==> config.mk <==
export PLATFORM = sky130hd
export DESIGN_NAME = button_press_pattern_decoder_top
export DESIGN_NICKNAME = d
export VERILOG_FILES = /design/src/rtl/bppd_pkg.sv /design/src/rtl/button_press_pattern_decoder_top.sv
export SDC_FILE = /design/constraint.sdc
export NUM_CORES = 1
export LEC_CHECK = 0
export ABC_AREA = 1
export BUFFER_PORTS_ARGS = -buffer_cell sky130_fd_sc_hd__buf_2
export CAP_MARGIN = 20
export CORE_MARGIN = 5
export CORE_UTILIZATION = 42
export CTS_BUF_LIST = sky130_fd_sc_hd__clkbuf_4 sky130_fd_sc_hd__clkbuf_8
export CTS_CLUSTER_SIZE = 28
export DETAILED_ROUTE_END_ITERATION = 6
export GPL_TIMING_DRIVEN = 0
export PLACE_DENSITY = 0.66
export SYNTH_ARGS = -nofsm -noshare
export SYNTH_HDL_FRONTEND = slang
export SYNTH_SLANG_ARGS = --single-unit
==> constraint.sdc <==
create_clock -name clk_i -period 4.2 [get_ports clk_i]
set_input_delay 0.63 -clock clk_i [delete_from_list [all_inputs] [get_ports clk_i]]
set_output_delay 0.63 -clock clk_i [all_outputs]
set_load 0.01 [all_outputs]
==> src/rtl/bppd_pkg.sv <==
// ----------------------------------------------------------------------------
// bppd_pkg
// Payload types and fixed codes of the button press pattern decoder.
// ----------------------------------------------------------------------------
`default_nettype none

package bppd_pkg;

  localparam int unsigned CfgW = 24;

  // Configuration register indexes
  localparam logic CFG_LONG_WINDOW  = 1'b0;
  localparam logic CFG_SHORT_WINDOW = 1'b1;

  // Request kinds
  localparam logic REQ_EDGE = 1'b0;
  localparam logic REQ_TICK = 1'b1;

  // Button levels
  localparam logic LVL_PRESSED  = 1'b0;
  localparam logic LVL_RELEASED = 1'b1;

  // Event codes
  localparam logic [2:0] EV_NONE       = 3'd0;
  localparam logic [2:0] EV_LONG       = 3'd1;
  localparam logic [2:0] EV_SHORT      = 3'd2;
  localparam logic [2:0] EV_SHORT_LONG = 3'd3;
  localparam logic [2:0] EV_DOUBLE     = 3'd4;
  localparam logic [2:0] EV_TRIPLE     = 3'd5;
  localparam logic [2:0] EV_FOUR_LONG  = 3'd6;

  typedef struct packed {
    logic req_type;
    logic level;
  } in_req_t;

  typedef struct packed {
    logic       event_valid;
    logic [2:0] event_code;
    logic       buzzer_on;
    logic       pwr_state;
  } out_rsp_t;

endpackage

`default_nettype wire

==> src/rtl/button_press_pattern_decoder_top.sv <==
// ----------------------------------------------------------------------------
// Button press pattern decoder
// Counts presses and releases of a button inside a timed window and reports
// the gesture as an event code when the window runs out.
// ----------------------------------------------------------------------------
// Each input transfer is a button edge or one timer tick, and each one yields
// exactly one output transfer carrying the event flag and code, the buzzer
// drive and the power flag. An item is registered on input, processed by a
// single pass of counter/compare logic against the gesture state, and
// registered on output, one item per clock sustained while the output is not
// stalled. Throughput is set by the output register: while it holds an
// undelivered result that is stalled, the input stage holds too and
// in_stall_o rises once that stage is full. Window registers are to be
// written through the cfg port only while no item is in flight; the block
// does not enforce it. A zero window acts as one tick.
// ----------------------------------------------------------------------------
`default_nettype none

module button_press_pattern_decoder_top #(
  parameter int unsigned TIMER_BITS = 24,
  parameter int unsigned COUNT_MAX  = 15
) (
  input  wire                           clk_i,
  input  wire                           rst_ni,
  // config write port
  input  wire                           cfg_we_i,
  input  wire                           cfg_idx_i,
  input  wire  [bppd_pkg::CfgW-1:0]     cfg_wdata_i,
  // request channel
  input  wire                           in_valid_i,
  output logic                          in_stall_o,
  input  bppd_pkg::in_req_t             in_data_i,
  // result channel
  output logic                          out_valid_o,
  input  wire                           out_stall_i,
  output bppd_pkg::out_rsp_t            out_data_o
);

  localparam int unsigned CountW = $clog2(COUNT_MAX + 1);
  localparam logic [CountW-1:0] CountSat = CountW'(COUNT_MAX);

  // window registers
  logic [bppd_pkg::CfgW-1:0] long_win_q, short_win_q;

  always_ff @(posedge clk_i or negedge rst_ni) begin
    if (!rst_ni) begin
      long_win_q  <= bppd_pkg::CfgW'(1000);
      short_win_q <= bppd_pkg::CfgW'(400);
    end else if (cfg_we_i) begin
      case (cfg_idx_i)
        bppd_pkg::CFG_LONG_WINDOW:  long_win_q  <= cfg_wdata_i;
        bppd_pkg::CFG_SHORT_WINDOW: short_win_q <= cfg_wdata_i;
        default: ;
      endcase
    end
  end

  // pipeline control: advance when the output register is free or draining
  logic              advance;
  logic              s1_valid_q;
  bppd_pkg::in_req_t s1_data_q;
  logic              out_valid_q;
  bppd_pkg::out_rsp_t out_data_q;

  assign advance    = !out_valid_q || !out_stall_i;
  assign in_stall_o = s1_valid_q && !advance;

  always_ff @(posedge clk_i or negedge rst_ni) begin
    if (!rst_ni) begin
      s1_valid_q <= 1'b0;
    end else if (!in_stall_o) begin
      s1_valid_q <= in_valid_i;
    end
  end

  always_ff @(posedge clk_i) begin
    if (!in_stall_o && in_valid_i) begin
      s1_data_q <= in_data_i;
    end
  end

  // gesture state
  logic                  active_q, active_d;
  logic [CountW-1:0]     press_q, press_d;
  logic [CountW-1:0]     rel_q, rel_d;
  logic [TIMER_BITS-1:0] cd_q, cd_d;
  logic                  buzz_q, buzz_d;
  logic                  power_q, power_d;
  logic                  ev_valid;
  logic [2:0]            ev_code;
  logic [2:0]            decoded;
  logic [CountW-1:0]     press_inc;

  // pattern table on (releases, presses)
  always_comb begin
    decoded = bppd_pkg::EV_NONE;
    if      (rel_q == CountW'(0) && press_q == CountW'(1)) decoded = bppd_pkg::EV_LONG;
    else if (rel_q == CountW'(1) && press_q == CountW'(1)) decoded = bppd_pkg::EV_SHORT;
    else if (rel_q == CountW'(1) && press_q == CountW'(2)) decoded = bppd_pkg::EV_SHORT_LONG;
    else if (rel_q == CountW'(2) && press_q == CountW'(2)) decoded = bppd_pkg::EV_DOUBLE;
    else if (rel_q == CountW'(3) && press_q == CountW'(3)) decoded = bppd_pkg::EV_TRIPLE;
    else if (rel_q == CountW'(4) && press_q == CountW'(5)) decoded = bppd_pkg::EV_FOUR_LONG;
  end

  assign press_inc = (press_q >= CountSat) ? CountSat : press_q + CountW'(1);

  always_comb begin
    active_d = active_q;
    press_d  = press_q;
    rel_d    = rel_q;
    cd_d     = cd_q;
    buzz_d   = buzz_q;
    power_d  = power_q;
    ev_valid = 1'b0;
    ev_code  = bppd_pkg::EV_NONE;

    if (s1_data_q.req_type == bppd_pkg::REQ_EDGE) begin
      if (s1_data_q.level == bppd_pkg::LVL_PRESSED) begin
        press_d = press_inc;
        buzz_d  = 1'b1;
      end
      if (press_d == '0) begin
        // release with no press seen: drop it, window untouched
        rel_d = '0;
      end else begin
        if (s1_data_q.level == bppd_pkg::LVL_RELEASED) begin
          rel_d  = (rel_q >= CountSat) ? CountSat : rel_q + CountW'(1);
          buzz_d = 1'b0;
        end
        if (!active_q) begin
          active_d = 1'b1;
          cd_d     = TIMER_BITS'(long_win_q);
        end else begin
          cd_d     = TIMER_BITS'(short_win_q);
        end
      end
    end else if (active_q) begin
      if (cd_q > TIMER_BITS'(1)) begin
        cd_d = cd_q - TIMER_BITS'(1);
      end else begin
        // window expired (zero counts as one)
        ev_valid = 1'b1;
        ev_code  = decoded;
        buzz_d   = 1'b0;
        press_d  = '0;
        rel_d    = '0;
        active_d = 1'b0;
        cd_d     = '0;
        if (decoded == bppd_pkg::EV_LONG) begin
          power_d = !power_q;
        end
      end
    end
  end

  always_ff @(posedge clk_i or negedge rst_ni) begin
    if (!rst_ni) begin
      active_q <= 1'b0;
      press_q  <= '0;
      rel_q    <= '0;
      cd_q     <= '0;
      buzz_q   <= 1'b0;
      power_q  <= 1'b1;
    end else if (advance && s1_valid_q) begin
      active_q <= active_d;
      press_q  <= press_d;
      rel_q    <= rel_d;
      cd_q     <= cd_d;
      buzz_q   <= buzz_d;
      power_q  <= power_d;
    end
  end

  // output register
  always_ff @(posedge clk_i or negedge rst_ni) begin
    if (!rst_ni) begin
      out_valid_q <= 1'b0;
    end else if (advance) begin
      out_valid_q <= s1_valid_q;
    end
  end

  always_ff @(posedge clk_i) begin
    if (advance && s1_valid_q) begin
      out_data_q.event_valid <= ev_valid;
      out_data_q.event_code  <= ev_code;
      out_data_q.buzzer_on   <= buzz_d;
      out_data_q.pwr_state   <= power_d;
    end
  end

  assign out_valid_o = out_valid_q;
  assign out_data_o  = out_data_q;

endmodule

`default_nettype wire

==> results of run 1 <==
-- routing by layer --
layer	vias up	wire length [um]
li1	2212	-
met1	2078	5740
met2	88	6120
met3	13	450
met4	0	183
met5	-	0
-- cell type report --
| type | instances | area (um2) |
|---|---|---|
| fill | 1218 | 6230 |
| sequential | 93 | 2380 |
| multi-input combinational | 466 | 2330 |
| inverter | 84 | 315 |
| timing repair buffer | 40 | 218 |
| tap | 147 | 184 |
| buffer | 24 | 134 |
| clock buffer | 10 | 131 |
| clock inverter | 6 | 87.6 |
-- logic make-up after synthesis --
| logic type | Yosys count |
|---|---|
| AND/OR/NAND/NOR | 315 |
| buffers and inverters | 108 |
| AO/OA/AOI/OAI | 129 |
| flip-flops | 93 |
| adder cells (fa/ha/maj) | 9 |
| XOR/XNOR | 13 |
-- state kept, by name (all words and copies together), names as in the netlist --
signal / flops
active_q: 1
buzz_q: 1
cd_q: 24
long_win_q: 24
out_data_o: 6
out_valid_o: 1
power_q: 1
press_q: 4
rel_q: 4
s1_data_q: 2
s1_valid_q: 1
short_win_q: 24
-- power by group through the flow --
stage | sequential [uW] | clock [uW] | combinational [uW]
after global routing | 1350 | 716 | 1400
after global placement | 1320 | 0 | 1200
after detailed placement | 1330 | 0 | 1220
after floorplan | 1290 | 0 | 965
final | 1320 | 670 | 1230
after CTS | 1320 | 687 | 1230
-- critical path: stages (launching register included) --
cell                      delay [ns]
sky130_fd_sc_hd__dfrtp_1        0.43
sky130_fd_sc_hd__inv_1          0.11
sky130_fd_sc_hd__ha_1           0.21
sky130_fd_sc_hd__inv_1          0.05
sky130_fd_sc_hd__nand2_1        0.05
sky130_fd_sc_hd__nand2_1        0.07
sky130_fd_sc_hd__nor2_1         0.16
sky130_fd_sc_hd__nand3_2        0.14
sky130_fd_sc_hd__nand2_2        0.18
sky130_fd_sc_hd__buf_2          0.28
sky130_fd_sc_hd__o22ai_1        0.13
sky130_fd_sc_hd__nand2_2        0.09
sky130_fd_sc_hd__o21ai_2        0.04
-- final timing paths --
kind	end	slack, ns	cells after the start
worst min register to register	power_q$_DFFE_PN1P_	0.47	2
max in group asynchronous	power_q$_DFFE_PN1P_	3.27	2
worst max-delay path	cd_q[0]$_DFFE_PN0P_	2.15	12
worst max register to register	cd_q[0]$_DFFE_PN0P_	2.15	12
worst min-delay path	short_win_q[20]$_DFFE_PN0P_	0.23	1
min in group clk_i	s1_data_q[1]$_DFFE_PP_	0.42	1
-- cell usage after synthesis, types with 9 or more instances --
cell | instances | area (um2)
sky130_fd_sc_hd__nand2_1 | 170 | 638
sky130_fd_sc_hd__nor2_1 | 82 | 308
sky130_fd_sc_hd__xor2_1 | 12 | 105
sky130_fd_sc_hd__o21ai_0 | 83 | 415
sky130_fd_sc_hd__clkbuf_1 | 14 | 52.6
sky130_fd_sc_hd__o21ai_2 | 18 | 158
sky130_fd_sc_hd__nand2_2 | 20 | 125
sky130_fd_sc_hd__dfrtp_1 | 75 | 1880
sky130_fd_sc_hd__ha_1 | 9 | 113
sky130_fd_sc_hd__inv_1 | 79 | 297
sky130_fd_sc_hd__nand3_1 | 21 | 105
sky130_fd_sc_hd__dfstp_2 | 10 | 263
sky130_fd_sc_hd__o22ai_1 | 16 | 100
-- through the flow --
stage | power (uW) | hold slack (ns) | utilization | setup slack [ns]
final | 3220 | 0.233 | 0.481 | 2.15
after global routing | 3470 | 0.257 | 0.481 | 1.92
after CTS | 3230 | 0.237 | 0.481 | 2.15
after detailed placement | 2550 | 0.462 | 0.463 | 2.00
after global placement | 2520 | 0.458 | 0.461 | 1.80
after floorplan | 2250 | 0.334 | - | 2.39
==> results.md, run 1 <==
Outcome:
- The run finished with clean final reports.

Synthesis:
- Of the total synthesized cell area, the portion taken by XOR and XNOR cells is 0.0221.
- For this run, the leading register cell type out of synthesis is sky130_fd_sc_hd__dfrtp_1.
- Of the post-synthesis cell area, the part taken by muxes is 0.
- The post-synthesis cell type count is 33.
- The post-synth net total is 708.
- Of the total synthesized cell area, the portion taken by AND, OR, NAND and NOR gates is 0.262.
- The average cell area after synthesis is 7.73 um2.
- The compound-cell area share of the yosys netlist is 0.146.
- After synthesis the netlist holds a flip-flop and latch count of 93.
- The synthesized netlist occupies a cell area of 5160 um2.
- The adder-cell area share of the yosys netlist is 0.0218.
- The post-synthesis instance total is 667.
- The post-synthesis sequential area ratio is 0.461.
- The number of flops mapped to enable cells by yosys is 8.
- The largest family of logic cells by synthesized area is simple AND/OR/NAND/NOR gates.
- Of all flip-flops after synthesis, the portion carrying an async set or reset was 0.914.
- The number of warnings issued by yosys is 0.

Drt:
- Dividing the detail-routed wire length by the instance count gives 14.4 um.
- Across all layers, the routed design uses 4,391 vias.
- The number of routed nets with antenna violations is 0.
- In the routed layout, each cell is associated on average with a via count of 5.05.
- The count of unresolved DRC violations after routing is 0.
- In this run, the number of DRC markers left after iteration 0 of detailed routing was 246.
- The first TritonRoute pass finished after 7 iterations.
- Summed over all layers, the routed wires come to 12.5 mm.

Power:
- The proportion of total power due to net switching is 0.404.
- The total power density per cell area is 557 nW/um2.
- The clock network fraction of total power is 0.208.
- The worst-case IR drop observed on VDD is 0.232 mV.
- Cell internal power was estimated by the tool at 1920 uW.
- The leakage power total is 0.00286 uW.
- The net switching power of the design is 1300 uW.
- The power share of the combinational group is 0.382.
- Of the total power, registers draw 0.410.

Placed design:
- In this run the cell area measured after placement is 5560 um2.
- The final weighted congestion of routability-driven global placement is 0.911.
- The count of buffers added on input and output ports is 39.
- The wire-length estimate of the detail-placed layout is 9.31 mm.
- The post-placement cell count is 854.

Timing:
- At the pin with the least slew margin, the transition time is 0.700 ns.
- The normalized max-slew margin is 0.533.
- The max-slew violation count is 0.
- Setup violations remaining at the end of the flow were counted as 0.
- The smallest clock period supported by the final layout is computed as 2.05 ns.
- Of the available clock period, the critical path in the final layout requires 0.488.
- The number of hold-slack violations in the final timing report is 0.
- Setup repair after global routing left no endpoint under its margin.
- The summed negative setup slack over all endpoints is 0 ns.
- The worst setup skew after layout is 0.0132 ns.
- The achievable frequency is 487 MHz.

Critical path:
- The startpoint of the most critical register-to-register path is cd_q[0]$_DFFE_PN0P_.
- STA puts the critical path data arrival time at 2.33 ns.
- The launching instance or port of the critical path is cd_q[0]$_DFFE_PN0P_.
- At the worst endpoint, the required time is 4.48 ns.
- The largest fanout on the critical path is 10.
- The critical path class is register to register.
- The element type at the critical path start is a register.
- The endpoint kind of the worst setup timing path is a register.

Floorplan:
- The die extent in y is 121 um.
- The core box area is 12,000 um2.
- The area of the die is 14,600 um2.
- The placement row count is 40.
- The initial utilization of the core area, before any placement, comes to 0.429.
- The width of the chip is 121 um.
- The top-level I/O count is 40.

Finish:
- The finished cells cover 5780 um2.
- The most common cell after layout, fill and taps aside is sky130_fd_sc_hd__nand2_1.
- After the flow finishes, the layout carries non-filler instances totaling 870.
- The top cell types in the final layout, fill and taps aside, are sky130_fd_sc_hd__nand2_1 (170), sky130_fd_sc_hd__o21ai_0 (83), sky130_fd_sc_hd__nor2_1 (82), sky130_fd_sc_hd__inv_1 (79), sky130_fd_sc_hd__dfrtp_1 (75).
- The fraction of layout cells with a size suffix above 1 is 0.184.
- The count of nets after finishing is 759.
- The area growth from synthesis to layout is 12.0%.
- The count of inserted antenna diode cells is 0.

Global route:
- The via count of the first global-routing pass is 4,417.
- The overall overflow remaining after global route is 0.
- Entering global routing, the biggest net connects 45 pins.
- For met1 alone, demand over resource in global routing was 0.234.
- After global routing, the most crowded layer is met2.
- For this run, global-route usage on met2 was measured as 0.311.
- The first global-routing pass estimated 21.0 mm of wire.
- The met3 capacity usage during global routing is 0.0253.
- The initial antenna violation count came to 0.
- The overall global routing resource usage is 0.181.

Hold path:
- The path class of the tightest hold or removal check is primary input to asynchronous set/reset pin.

Job:
- Across the run, the number of max-cap violations was 0.

CTS:
- The count of hold-fix buffers inserted at cts is 0.
- The CTS tree is done.
- The root buffer cell chosen for the clock tree is sky130_fd_sc_hd__clkbuf_8.
- For the worst-skew pair, the clock arrives at the later sink with an insertion delay of 0.38 ns.
- The total setup buffers inserted after CTS is 0.
- The clock-pin slew on the worst setup and hold paths is 0.10 ns.
- Post-CTS repair changed the size of 0 cells.
- The number of H-tree levels is 3.
- The number of clock buffers added by TritonCTS is 9.
- Clock tree synthesis found a total of 93 sinks.
- Counting along the longest clock path gives a buffer depth of 2.
No activity file was read; power rests on OpenSTA's default activity.
==> run 2: changes to the inputs <==
Settings changed: ABC_AREA 1 to 0, PLACE_DENSITY 0.66 to 0.69.
Clock period 4.2 ns to 1.8 ns, I/O delays scaled along.
==> run 2 against run 1 <==
Net effect:
- the run now ends with negative setup slack left
- sequential cell count unchanged
- non-clock buffer count up 34
- routed wire length up 4.2%
- fmax down 1.1%
- combinational power rose to 2.6 times the previous value
- power up 140%
- sequential power up 140%
- critical path type unchanged
- largest power group unchanged
==> results.md, run 2 <==
Outcome:
- The run finished, with violations left.
- The final reports fail on negative setup slack.

Timing:
- Clock skew on the completed layout was measured at 0.0159 ns.
- In the final timing run, aggregate negative setup slack is -7.88 ns.
- Final hold analysis gives a worst-case slack of 0.0593 ns.
- The achievable frequency is 482 MHz.
- The final critical delay including setup and external delays is 2.07 ns.
- The transition at the pin with the smallest max-transition slack is 0.701 ns.
- The number of hold-slack violations in the final timing report was 0.
- The max-slew violation count is 0.
- Setup repair after global routing could not meet its margin everywhere.
- Setup violations remaining at the end of the flow were counted as 41.
- Once routing completed, OpenROAD measured the worst setup slack at -0.274 ns.
- The normalized max-slew margin is 0.532.
- The final clock period utilization by the worst path is 1.15.

Synthesis:
- Ranked by total cell area, the synthesized netlist is headed by sky130_fd_sc_hd__dfrtp_1 (37%), sky130_fd_sc_hd__mux2_2 (11%), sky130_fd_sc_hd__dfstp_2 (5.2%).
- The number of warnings issued by yosys is 0.
- After synthesis, the netlist uses 60 different library cells.
- The number of synthesized register bits is 93.
- After technology mapping, the gate count stands at 480.
- The async set-reset flop share out of synthesis is 0.914.
- Of the synthesized area, sequential elements account for 0.474.
- The average cell area after synthesis is 10.5 um2.
- Summing every instance area after synthesis gives 5020 um2.
- By count the netlist is led by sky130_fd_sc_hd__dfrtp_1 (75), sky130_fd_sc_hd__mux2_2 (50), sky130_fd_sc_hd__nor2_1 (35).
- In the post-synthesis netlist, the cell with the most instances is sky130_fd_sc_hd__dfrtp_1.
- The synthesized design spends more area on one cell type than any other, namely sky130_fd_sc_hd__dfrtp_1.
- The top-area cell type share of the netlist area is 0.374.
- For this run, the leading register cell type out of synthesis is sky130_fd_sc_hd__dfrtp_1.
- The number of nets in the synthesized netlist is 521.
- The number of flops mapped to enable cells by yosys is 8.

Placed design:
- The wire-length estimate of the detail-placed layout is 8.61 mm.
- Counting tap cells, the placed design contains a total of 667 instances.
- Port buffering added 39 buffers.
- Routability-driven placement finished with a final weighted congestion of 0.851.

Power:
- The power share of the combinational group is 0.414.
- The clock network fraction of total power is 0.169.
- Of the total power, the share spent switching nets is 0.394.
- The internal power of the cells is 4610 uW.
- For this design the ratio of total power to cell area is 1220 nW/um2.
- Of the total power, registers draw 0.416.
- The leakage power total is 0.00264 uW.
- IR analysis of the VDD net gives a maximum drop of 0.648 mV.
- The net switching power of the design is 3000 uW.

Critical path:
- Along the worst path, the maximum fanout reaches 6.
- Tracing the worst setup path back leads to its startpoint at press_q[1]$_DFFE_PN0P_.
- The worst setup path is of the register to register kind.
- The worst register-to-register path has a setup slack of -0.27 ns.
- The timing endpoint of the critical path is cd_q[22]$_DFFE_PN0P_.
- Measured in cells, the most critical reg-to-reg path has a length of 7.
- Among all stages on the critical path, the largest delay is contributed by sky130_fd_sc_hd__dfrtp_2.
- Traced cell by cell, the critical path runs through ha_4 > and4b_1 > o21ai_2 > a211oi_4 > or2_4 > buf_4 > o22ai_1.
- The worst register-to-register path ends at cd_q[22]$_DFFE_PN0P_.
- The startpoint identified for the worst register-to-register timing path is press_q[1]$_DFFE_PN0P_.
- The element type at the critical path start is a register.
- STA classifies the critical path endpoint as a register.
- In this design, the stage delay of the slowest critical-path cell is 0.46 ns.
- Data on the critical path arrives at its endpoint at 2.32 ns.
- The required time at the endpoint of the critical path is 2.05 ns.

Floorplan:
- In this run the core area contains 40 standard-cell rows.
- The initial cell density of the core is 0.424.
- The core box area is 11,900 um2.
- The width of the chip is 119 um.
- The area of the die is 14,300 um2.
- From bottom edge to top edge, the die measures 119 um.
- The top-level I/O count is 40.

Drt:
- The count of unresolved DRC violations after routing is 0.
- Detailed routing placed a total of 6.73 mm of wire on met2.
- The routed design has 13.0 mm of wire.
- The first routing iteration left 277 violations.
- Signal routing reaches up to met4.
- The length of the first detailed-routing pass in iterations is 5.
- The detailed router placed 4,175 vias in this run.
- After detailed routing, the number of vias per cell comes to 5.88.
- The routed design uses 756 um of met3 wire.
- In this run the remaining antenna-violating nets after routing total 0.
- After detailed routing, the average wire length per cell comes to 18.3 um.
- The routed length on met1 is 5.22 mm.

Finish:
- From synthesis to final layout, the design area changed by 24.5%.
- In the layout the commonest cells are sky130_fd_sc_hd__dfrtp_1 (73), sky130_fd_sc_hd__mux2_2 (48), sky130_fd_sc_hd__buf_2 (43), sky130_fd_sc_hd__nor2_1 (31), sky130_fd_sc_hd__inv_1 (28).
- The fraction of layout cells with a size suffix above 1 is 0.389.
- The post-layout instance count excluding filler cells is 710.
- The most common cell after layout, fill and taps aside is sky130_fd_sc_hd__dfrtp_1.
- The largest registers in the layout are cd_q (24), long_win_q (24), short_win_q (24).
- The count of nets after finishing is 599.
- The number of antenna diodes in the final layout is 0.

CTS:
- The buffer depth of the longest clock path is 2.
- The root buffer cell is sky130_fd_sc_hd__clkbuf_8.
- CTS saw 93 sinks.
- Clock tree synthesis inserted a total of 9 buffers.
- The clock reaches the later pin of the worst-skew pair after 0.38 ns.
- The CTS tree is done.
- In this run the number of H-tree levels came out at 3.
- Clock-pin slew was measured on the worst setup and hold paths at 0.10 ns.

Global route:
- The initial antenna violation count came to 0.
- The pin count of the biggest net entering global routing is 68.
- The overall global routing resource usage is 0.185.
- The via count of the first global-routing pass came to 4,322.
- The wire length of the first global-routing pass is 21.5 mm.
- The overall overflow remaining after global route is 0.

Hold path:
- The class of the worst hold path is primary input to register.
- In this run the most critical hold path is launched from in_data_i[0].

Job:
- The number of max-cap violations is 0.
[run 2: power by group through the flow]
stage                     logic [uW]  registers, uW  clock network (uW)
after CTS                       2930           3130                1320
after global placement          2400           3100                   0
after global routing            3440           3230                1410
final                           3150           3170                1290
after floorplan                 1890           3020                   0
after detailed placement        2490           3120                   0
[run 2: final cells by class]
class	count	area, um2
fill	1021	5610
multi-input combinational	324	2720
sequential	93	2380
timing repair buffer	69	474
buffer	29	198
tap	147	184
inverter	32	128
clock buffer	9	124
clock inverter	7	47.5
[run 2: cells by family (layout without fill, tap and decap cells)]
family | after synthesis | count (layout) | share of synthesized area
fa+ha+maj | 9 | 9 | 0.0224
buf+inv | 63 | 146 | 0.0535
compound gates | 107 | 107 | 0.143
mux | 75 | 75 | 0.162
simple gates | 131 | 131 | 0.141
xor+xnor | 2 | 2 | 0.00349
flops | 93 | 93 | 0.474
[run 2: through the flow]
step | utilization | area (um2) | power, uW | setup WS (ns)
after floorplan | - | 5120 | 4920 | -0.0925
after global placement | 0.464 | 5500 | 5500 | -0.423
after detailed placement | 0.466 | 5530 | 5620 | -0.448
after CTS | 0.514 | 6100 | 7380 | -0.240
after global routing | 0.527 | 6260 | 8080 | -0.362
final | 0.527 | 6260 | 7610 | -0.274
[run 2: critical path, delay by kind of cell (launching register included)]
kind,cells,cell delay [ns]
AO/OA/AOI/OAI,3,0.60
flip-flops,1,0.46
buffers and inverters,1,0.15
AND/OR/NAND/NOR,2,0.54
adder cells (fa/ha/maj),1,0.19
[run 2: worst min-delay path by stage]
stage	endpoint	slack, ns	cells past startpoint
final	s1_data_q[0]$_DFFE_PP_	0.06	1
after floorplan	active_q$_DFFE_PN0P_	-0.03	0
after CTS	s1_data_q[0]$_DFFE_PP_	0.05	1
after detailed placement	cd_q[14]$_DFFE_PN0P_	0.19	1
after global routing	s1_data_q[1]$_DFFE_PP_	0.06	1
after global placement	s1_data_q[0]$_DFFE_PP_	0.45	1
[run 2: timing repair]
item | in CTS | in global routing
hold buffers | 1 | 0
pin swaps | 20 | 8
hold endpoints to repair | 17 | 0
endpoints found under the setup margin | 41 | 41
gates resized for setup | 42 | 33
cloned | 2 | 0
setup buffers | 26 | 0
[run 2: layer usage]
metal	track usage	vias up
met3	0.0361	33
met5	0	-
met2	0.320	165
met1	0.228	2061
li1	-	1916
met4	0.0687	0
==> run 3: changes to the inputs <==
Settings changed: ABC_AREA 0 to 1, PLACE_DENSITY 0.69 to 0.68, SETUP_SLACK_MARGIN set to 0.15.
==> run 3 against run 2 <==
Net effect:
- the flow still finishes with violations (negative setup slack)
- worst setup slack improved by 0.22 ns
- non-clock buffer count decreased by 5
- sequential share of layout area down 0.46 points
- final cell count is 27% higher
==> results.md, run 3 (synthesis gave the netlist of run 1 again) <==
Timing:
- Dividing the final minimum period by the clock period gives 1.03.
- Counting I/O delays and the setup requirement, the final critical path takes 1.86 ns.
- Clock skew on the completed layout was measured at 0.00919 ns.
- The worst path setup slack after routing is -0.0579 ns.
- The transition at the pin with the smallest max-transition slack is 0.689 ns.
- The summed negative setup slack over all endpoints is -0.709 ns.
- The achievable frequency is 538 MHz.
- Setup violations remaining at the end of the flow were counted as 28.
- Measured against its own limit, the worst slew margin works out to 0.540.
- The number of hold-slack violations in the final timing report is 0.
- Setup repair after global routing could not meet its margin everywhere.
- The max-slew violation count is 0.

Critical path:
- The number of cell instances on the worst register-to-register path is 12.
- The delay contributed by the slowest stage of the critical path is 0.45 ns.
- The element type at the critical path start is a register.
- Traced cell by cell, the critical path runs through ha_4 > nand3_2 > nand3_2 > o21ai_2 > nand3_2 > inv_2 > nand2_4 > nor2_4 > nor2_4 > buf_8 > nand2_2 > o21ai_2.
- The destination of the worst register-to-register timing path is cd_q[6]$_DFFE_PN0P_.
- The largest fanout on the critical path is 10.
- The setup path with the least slack is of type register to register.
- The slowest stage of the critical path belongs to the cell sky130_fd_sc_hd__dfrtp_2.
- The endpoint kind of the worst setup timing path is a register.
- The cell that appears most often on the critical path is sky130_fd_sc_hd__nand3_2.
- The required time at the endpoint of the critical path is 2.10 ns.
- The cell family contributing the most delay on the critical path is simple AND/OR/NAND/NOR gates.
- For the worst setup path, the data arrival time is 2.16 ns.
- The number of buffer and inverter instances along the worst setup path is 2.
- The setup check on the worst reg-to-reg path leaves a slack of -0.06 ns.
- The startpoint of the most critical register-to-register path is press_q[1]$_DFFE_PN0P_.

Global route:
- The pin count of the biggest net entering global routing is 63.
- The first global-routing pass estimated 22.2 mm of wire.
- For met2 alone, demand over resource in global routing was 0.319.
- For this run, global-route usage on met3 was measured as 0.0285.
- The initial antenna violation count was 0.
- The overall overflow remaining after global route is 0.
- For this run, global-route usage on met1 was measured as 0.241.
- The highest-utilization routing layer at the global route stage is met2.
- The via count of the first global-routing pass is 4,593.
- The overall global routing resource usage is 0.189.

Finish:
- Once layout is complete, the utilization of the core stands at 0.528.
- Leaving out fill and tap cells, the most frequent cell in the layout is sky130_fd_sc_hd__nand2_1.
- The largest registers in the layout are cd_q (24), long_win_q (24), short_win_q (24).
- The layout overhead on the synthesized area is 22.9%.
- The library cells used most frequently in the layout, excluding fill and tap cells, are sky130_fd_sc_hd__nand2_1 (152), sky130_fd_sc_hd__o21ai_0 (77), sky130_fd_sc_hd__nor2_1 (72), sky130_fd_sc_hd__inv_1 (71), sky130_fd_sc_hd__dfrtp_1 (71).
- The filler cells instantiated in the layout total 1,120.
- At the end of the flow, the number of nets in the layout was 789.
- The cell area after layout is 6340 um2.
- Of the cells placed in the final design, the portion with a size suffix greater than 1 is 0.295.
- 0 antenna diodes ended up in the layout.

CTS:
- After clock tree synthesis, the clock-pin slew on the worst setup and hold paths is 0.08 ns.
- The buffer depth of the longest clock path is 2.
- The later-pin clock latency in the skew report is 0.37 ns.
- The number of H-tree levels is 3.
- The clock drives 93 sinks.
- The CTS tree is done.
- CTS placed an instance of sky130_fd_sc_hd__clkbuf_8 at the clock tree root.
- The number of buffers created by CTS is 9.

Floorplan:
- The floorplan step set the die width to 121 um.
- The initial cell density of the core is 0.429.
- During I/O placement, the number of pins put on the boundary was 40.
- The placement row count is 40.
- The core box area is 12,000 um2.
- Measured along the y axis, the die boundary spans 121 um.
- The die covers 14,600 um2.

Drt:
- Wires add up to 13.5 mm.
- In the routed layout, each cell is associated on average with a via count of 5.14.
- For this run, design rule violations remaining after detail routing come to 0.
- The first detailed-routing pass ran for 5 iterations.
- The average wire length per cell after detail routing is 15.0 um.
- The number of routed nets with antenna violations is 0.
- The number of violations reported at the end of detailed-routing iteration 0 is 314.
- The via count is 4,630.

Power:
- In this run the power density over the cells is 1290 nW/um2.
- Of the total power, the share spent switching nets is 0.428.
- The net switching power of the design is 3500 uW.
- Of the total power, the clock network draws 0.158.
- VDD sags by at most 0.587 mV.
- The internal power of the cells totals 4670 uW.
- The share of total power dissipated in sequential elements is 0.386.
- The analysis attributes to cell leakage a power of 0.00305 uW.
- The power share of the combinational group is 0.457.

Placed design:
- The final weighted congestion of routability-driven global placement is 0.911.
- The placed cell area is 5590 um2.
- After legalization and detailed placement, the total HPWL measured 9.15 mm.
- Timing analysis after detailed placement gives a worst setup slack of -0.149 ns.
- Buffers placed on the I/O ports in this run total 39.

Hold path:
- The worst hold path terminates at s1_data_q[1]$_DFFE_PP_.
- The launch instance of the worst min-delay path is in_data_i[1].
- The number of instances on the worst hold path is 1.
- The min-delay analysis places its worst path in the category primary input to register.

Job:
- Across the run, the number of max-cap violations was 0.

Outcome:
- The run finished, with violations left.
- The checks that failed: negative setup slack.
[run 3: cell types whose count changed in the layout (fill, tap and decap cells not counted), sizes merged, moves of 23 or more]
cell	previous run	this run
nand2	26	191
o21ai	10	107
nor2	35	93
mux2	51	0
inv	34	84
mux2i	24	0
a211oi	23	0
[run 3: worst max path at each step]
stage | start | endpoint | slack [ns] | cells past startpoint
6_report | press_q[1]$_DFFE_PN0P_ | cd_q[6]$_DFFE_PN0P_ | -0.06 | 12
5_1_grt | press_q[1]$_DFFE_PN0P_ | cd_q[5]$_DFFE_PN0P_ | -0.14 | 12
4_1_cts | press_q[0]$_DFFE_PN0P_ | cd_q[4]$_DFFE_PN0P_ | 0.03 | 11
3_5_place_dp | cd_q[0]$_DFFE_PN0P_ | cd_q[2]$_DFFE_PN0P_ | -0.15 | 12
3_3_place_gp | rst_ni | press_q[1]$_DFFE_PN0P_ | -0.23 | 1
2_1_floorplan | press_q[1]$_DFFE_PN0P_ | cd_q[8]$_DFFE_PN0P_ | 0.15 | 12
[run 3: per-stage QoR]
step	hold WS, ns	instances	total power (uW)
floorplan	-0.0256	667	5300
global placement	0.451	853	5910
detailed placement	0.203	854	6010
CTS	0.0632	892	7820
global route	0.0718	900	8780
finish	0.0808	900	8170
[run 3: worst register-to-register path, stage by stage (launching register included)]
cell and delay (ns):
sky130_fd_sc_hd__dfrtp_2 0.45, sky130_fd_sc_hd__ha_4 0.18, sky130_fd_sc_hd__nand3_2 0.14, sky130_fd_sc_hd__nand3_2 0.12
sky130_fd_sc_hd__o21ai_2 0.07, sky130_fd_sc_hd__nand3_2 0.10, sky130_fd_sc_hd__inv_2 0.05, sky130_fd_sc_hd__nand2_4 0.07
sky130_fd_sc_hd__nor2_4 0.04, sky130_fd_sc_hd__nor2_4 0.25, sky130_fd_sc_hd__buf_8 0.20, sky130_fd_sc_hd__nand2_2 0.07
sky130_fd_sc_hd__o21ai_2 0.06
[run 3: power groups by stage]
stage	combinational, uW	sequential [uW]	clock, uW
finish	3730	3150	1290
global route	4170	3210	1400
CTS	3400	3100	1320
detailed placement	2890	3120	0
global placement	2810	3100	0
floorplan	2290	3010	0
[run 3: final cells by class]
type / count / area (um2) / area share
buffer: 24 / 164 / 0.0259
clock buffer: 10 / 138 / 0.0217
clock inverter: 6 / 37.5 / 0.00592
inverter: 84 / 329 / 0.0519
multi-input combinational: 467 / 2620 / 0.414
sequential: 93 / 2380 / 0.376
tap: 147 / 184 / 0.0290
timing repair buffer: 69 / 480 / 0.0758
[run 3: per-layer routing]
layer  part of all wire  routed length [um]  vias up
met1               0.43                5850     2210
met5                  0                   0        -
li1                   -                   -     2270
met4              0.028                 376        0
met2               0.50                6750      121
met3              0.042                 569       29
[run 3: what timing repair did]
item | CTS | global route
gates cloned | 3 | 0
resized for setup | 58 | 40
pin swaps | 16 | 24
buffers inserted | 18 | 8
hold endpoints to repair | 22 | 0
endpoints found under the setup margin | 37 | 37
hold buffers | 1 | 0
